### src/rtl/ldc_pkg.sv
// Shared types, codes and helpers for the list change detector.
package ldc_pkg;

   localparam int STORE_DEPTH_DEFAULT = 4096;
   localparam int VALUE_W             = 64;
   localparam int INDEX_W             = 12;
   localparam int LIMIT_W             = 13;
   localparam logic [LIMIT_W-1:0] LIMIT_RESET = 13'd4096;

   // request codes
   localparam logic [1:0] REQ_COMPARE = 2'd0;
   localparam logic [1:0] REQ_STORE   = 2'd1;
   localparam logic [1:0] REQ_CLEAR   = 2'd2;

   // element kinds
   localparam logic [1:0] KIND_INT    = 2'd0;
   localparam logic [1:0] KIND_FLOAT  = 2'd1;

   typedef enum logic [1:0] {
      ST_CLEAR,
      ST_ACCEPT,
      ST_LOOKUP
   } state_type;

   typedef struct packed {
      logic               emit;
      logic               wr_en;
      logic               error;
      logic               is_float;
      logic [VALUE_W-1:0] new_value;
   } result_type;

   // Truncate a signed Q31.32 pattern toward zero.
   function automatic logic [VALUE_W-1:0] trunc_q(input logic [VALUE_W-1:0] v);
      logic [31:0] hi;
      hi = v[63:32];
      if (v[63] && (v[31:0] != 32'd0)) begin
         hi = hi + 32'd1;
      end
      return {hi, 32'd0};
   endfunction

endpackage

### src/rtl/ldc_eval.sv
// Compare datapath: truncation, change test and result selection for one element.
module ldc_eval (
   input  logic                         in_use,
   input  logic                         is_store,
   input  logic [1:0]                   kind,
   input  logic [ldc_pkg::VALUE_W-1:0]  value,
   input  logic [ldc_pkg::VALUE_W-1:0]  stored,
   output ldc_pkg::result_type          result
);

   logic                        is_int;
   logic                        is_symbol;
   logic [ldc_pkg::VALUE_W-1:0] nv;
   logic [ldc_pkg::VALUE_W-1:0] ref_value;
   logic                        differs;

   always_comb begin
      is_int    = (kind == ldc_pkg::KIND_INT);
      is_symbol = (kind != ldc_pkg::KIND_INT) && (kind != ldc_pkg::KIND_FLOAT);
      nv        = is_int ? ldc_pkg::trunc_q(value) : value;
      ref_value = is_int ? ldc_pkg::trunc_q(stored) : stored;
      differs   = (nv != ref_value);

      result = '0;
      if (in_use) begin
         if (is_symbol) begin
            // reject: report position only, store untouched
            result.emit  = 1'b1;
            result.error = 1'b1;
         end else begin
            result.new_value = nv;
            result.is_float  = kind[0];
            result.wr_en     = is_store || differs;
            result.emit      = !is_store && differs;
         end
      end
   end

endmodule

### config.mk
export PLATFORM = sky130hd
export DESIGN_NAME = ldc_eval
export DESIGN_NICKNAME = d
export VERILOG_FILES = /design/src/rtl/ldc_pkg.sv /design/src/rtl/ldc_eval.sv
export SDC_FILE = /design/constraint.sdc
export NUM_CORES = 1
export LEC_CHECK = 0
export BUFFER_PORTS_ARGS = -buffer_cell sky130_fd_sc_hd__buf_2
export CAP_MARGIN = 5
export CORE_ASPECT_RATIO = 1.1
export CORE_MARGIN = 2
export CORE_UTILIZATION = 26
export DETAILED_ROUTE_END_ITERATION = 12
export GPL_TIMING_DRIVEN = 0
export PLACE_DENSITY_LB_ADDON = 0.12
export SKIP_LAST_GASP = 1
export SYNTH_ARGS = -nofsm -noshare
export SYNTH_HDL_FRONTEND = slang
export SYNTH_SLANG_ARGS = --single-unit
### constraint.sdc
create_clock -name vclk -period 11.2
set_input_delay 2.24 -clock vclk [all_inputs]
set_output_delay 2.24 -clock vclk [all_outputs]
set_load 0.05 [all_outputs]
Yosys cells after proc, flatten, opt, wreduce, memory -nomap -nowiden
Index checks and enable logic that the tools add are counted.
{ "op_classes": {"shift": 0, "div_mod_pow": 0, "magnitude_cmp": 0, "n_reduce_logical": 10, "muxes": 9, "add_sub_neg": 2, "n_bitwise": 0, "eq_ne": 2, "n_mul": 0} }
{ "op_table": {"columns": ["op", "count"], "rows": [
  ["64-bit two-way mux", 2],
  ["68-bit two-way mux", 1],
  ["65-bit two-way mux", 1],
  ["32-bit by 1-bit adder with 32-bit output, second input constant", 2],
  ["32-bit two-way mux", 2],
  ["64-bit inequality test", 1],
  ["32-bit nonzero test", 2],
  ["1-bit logical AND", 4],
  ["1-bit two-way mux", 3],
  ["2-bit logical NOT", 1],
  ["2-bit by 1-bit inequality test with 1-bit output, second input constant", 1],
  ["2-bit nonzero test", 1],
  ["1-bit logical NOT", 1],
  ["1-bit logical OR", 1]
]} }
{ "totals": {"latchBits": 0, "rom_bits": 0, "ramBits": 0, "output_inout_bits": 68, "register_bits": 0, "wordCells": 23, "mem_count": 0, "in_bits": 132} }

Logic depth before layout (Yosys ltp)
{ "depth": {"ltp_word": 8, "depth_mapped": 12, "depth_no_buf": 11} }

Least setup slack after synthesis
OpenSTA, ideal clock, no wires.
{ "synth_path": {"path_kind": "input port to output port", "from": "input kind[1]", "to": "output result[67] in the netlist's numbering", "n_path_buf": 0, "t_arrival_ns": 5.161, "cell_stages": 10, "required_ns": 8.960, "slack_ns": 3.799, "cell_sequence": "or3b_1 > nor3_2 > o2111ai_1 > xor2_1 > xnor3_1 > nor4_1 > and3_1 > nand4b_1 > or4_1 > a31o_1"} }
{ "synth_lines": {"columns": ["element", "line", "rtl"], "rows": [
  ["start: declaration", "ldc_eval.sv:5", "input logic [1:0] kind,"],
  ["end: declaration", "ldc_eval.sv:8", "output ldc_pkg::result_type result"]
]} }

==> results by group <==
Status
  • Status: finished clean

Power and ir drop
  • Switching power of the nets: 0.09301 mW
  • Leak: about 1.8 nW
  • Power density of the placed cells: 37.85 nW/um^2
  • Pint: roughly 0.056 mW
  • Register share of total power: 0
  • Comb power frac: 1.000
  • Part of the power in the clock network: 0
  • Switching Fraction: 0.6250
  • Largest voltage drop on the vdd net: 0.01345 mV

Critical path
  • Cell breakdown of the critical path: buf_2 -> or3b_1 -> nor3_2 -> o2111ai_1 -> xor2_1 -> xnor3_1 -> nor4_1 -> and3_1 -> nand4b_1 -> or4_1 -> a31o_1 -> buf_2
  • Setup crit start kind: input port
  • Crit path max fanout: 8
  • Crit. End Element: primary output
  • Stage delay of the slowest cell on the critical path: 0.59 ns
  • Cell with the largest stage delay on the worst path: or4_1
  • Critical path required time: 8.96 ns
  • Category of cells accounting for the largest share of critical-path delay: simple AND/OR/NAND/NOR gates
  • Data arrival time of the critical path: 5.92 ns
  • Cell type with the highest occurrence count on the critical path: buf_2
  • Count of buffer and inverter cells on the critical path: 2
  • Start-to-end type of the worst setup path: in2out

Cells and area
  • CLK BUF: 0
  • Multi-input logic area: 2645 sq um
  • Total area of sequential cells: 0 sq um
  • Relative area change from synthesis to final layout: 42.62%
  • Ratio of cells with drive above 1 in the final layout: 0.3580
  • Fill cell count: 1196
  • Final design area excluding fillers: 3931 sq um
  • Layout sequential cell count: 0
  • Commonest non-fill, non-tap cells in the layout: buf_2 (201), xnor2_1 (87), nor2_1 (57), and3_1 (40), nor4_1 (30)
  • Most common cell after layout, fill and taps aside: buf_2
  • Post-layout nets: 745
  • N_diodes: 0

Route
  • Count of unresolved DRC violations after routing: 0
  • Violation count after the first detailed-routing iteration: 113
  • Antenna-violating nets left: 0
  • Via density: 5.041
  • Vias: 3791
  • WL final: about 13000 um
  • First-pass iteration count of the detailed router: 4
  • Wirelength per Cell: between 15 and 20 um

Timing
  • Hold Fails Final Rpt: 0
  • Highest clock frequency the design can meet: 122.6 MHz
  • Transition at the pin with the smallest max-transition slack: 0.8412 ns
  • Worst relative slew slack: 0.4340
  • Post-Route Setup TNS: 0 ns
  • Setup repair after global routing missed its margin: false
  • Final period demand of the worst path: 8.157 ns
  • Fraction of the cycle the final worst path needs: 0.7283
  • Total setup violations reported at the end of the flow: 0
  • Setup slack of the critical path after layout: about 3 ns
  • Post-Route Hold Slack: a little under 5 ns
  • Fin. max-slew vios: 0

CTS
  • Post-CTS Repair Setup Buffers: 0
  • Number of buffers inserted by hold repair at cts: 0
  • CTS resizes: 0

Global route
  • Via count of the first global-routing pass: 3651
  • Remaining Overflow, GRT: 0
  • Global Route Usage Sum: 0.2040
  • Wire length of the first global-routing pass: 18620 um
  • Maximum number of pins on one net before global-route repair: 11
  • Antenna violations before repair: 0

Yosys
  • Sequential area share after synthesis: 0
  • Largest cells by area after synthesis: xnor2_1 (28%), and3_1 (9.1%), xor2_1 (8.9%)
  • Mapped Avg Cell Area: around 6.7 sq um
  • Library cell with the largest summed area after synthesis: xnor2_1
  • Syn_nets: 544
  • Fraction of post-synthesis cell area in the top cell type by area: 0.2764
  • Unique masters post-synth: 47
  • Cell count after synthesis: between 400 and 500
  • Summed instance area of the synthesized netlist: 2756 sq um
  • Yosys Warn Count: 0

Hold path
  • Worst hold path type: in2out

Floorplan
  • Effective utilization at floorplan: 0.2664
  • Die Height: roughly 110 um
  • Top-Level Pins: 200
  • Row cnt: 39
  • Horizontal die dimension: 102.2 um
  • Die area: 11440 sq um
  • Core region area: roughly 10000 sq um

Place
  • Placement Setup Slack: around 3 ns
  • Gp weighted congestion: 0.8967
  • Count of input and output buffers: a little under 200
  • Post-place instance area: about 4000 sq um
  • Half-perimeter wire length after detailed placement: 11150 um

Job
  • Maxcap violations: 0
==> per-stage QoR <==
step           instances    util  power [mW]
2_1_floorplan        410       -     0.08668
3_3_place_gp         752  0.3800      0.1480
3_5_place_dp         752  0.3800      0.1485
4_1_cts              752  0.3800      0.1491
5_1_grt              752  0.3800      0.1594
6_report             752  0.3800      0.1488
==> power by group through the flow <==
stage	sequential, mW	clock, mW	combinational, mW
final	0	0	0.149
after CTS	0	0	0.149
after global placement	0	0	0.148
after floorplan	0	0	0.0867
after global routing	0	0	0.159
after detailed placement	0	0	0.149
==> synthesized netlist by cell type, types with 4 or more instances <==
library cell	count
xnor2_1	87
nor2_1	57
and3_1	40
nor4_1	30
nand2_1	28
xor2_1	28
nand4_1	21
nor3_1	21
nand3_1	13
clkbuf_1	11
inv_1	10
and2_1	7
o2111ai_1	6
o211ai_1	4
xnor3_1	4
==> area by class of cell <==
cell class	count	area share
tap	143	0.04551
multi-input combinational	384	0.6728
inverter	10	0.009548
buffer	16	0.01878
timing repair buffer	199	0.2533
==> kinds of logic (layout without fill, tap and decap cells) <==
group | count (synthesis) | in the layout | share of synthesized area
AND/OR/NAND/NOR | 237 | 237 | 0.4680
adder cells (fa/ha/maj) | 2 | 2 | 0.009077
XOR/XNOR | 120 | 120 | 0.4040
AO/OA/AOI/OAI | 23 | 23 | 0.07127
multiplexers | 2 | 2 | 0.007263
buffers and inverters | 26 | 225 | 0.04040
==> per-layer routing <==
| layer | up-vias | GRT usage | share of wire |
|---|---|---|---|
| li1 | 1873 | - | - |
| met3 | 17 | 0.01444 | 0.060 |
| met5 | - | 0 | 0 |
| met1 | 1747 | 0.2312 | 0.40 |
| met4 | 0 | 0.04178 | 0.022 |
| met2 | 154 | 0.4048 | 0.52 |
==> worst min-delay path, stage by stage <==
cell,delay [ns]
buf_2,0.08
o21a_1,0.11
buf_2,0.26
==> worst paths after layout <==
| kind | slack, ns | startpoint | end | depth (start not counted) |
|---|---|---|---|---|
| hold / removal | 4.93 | is_store | result[66] | 3 |
| setup / recovery | 3.04 | kind[0] | result[67] | 12 |
No activity file was read; power rests on OpenSTA's default activity.
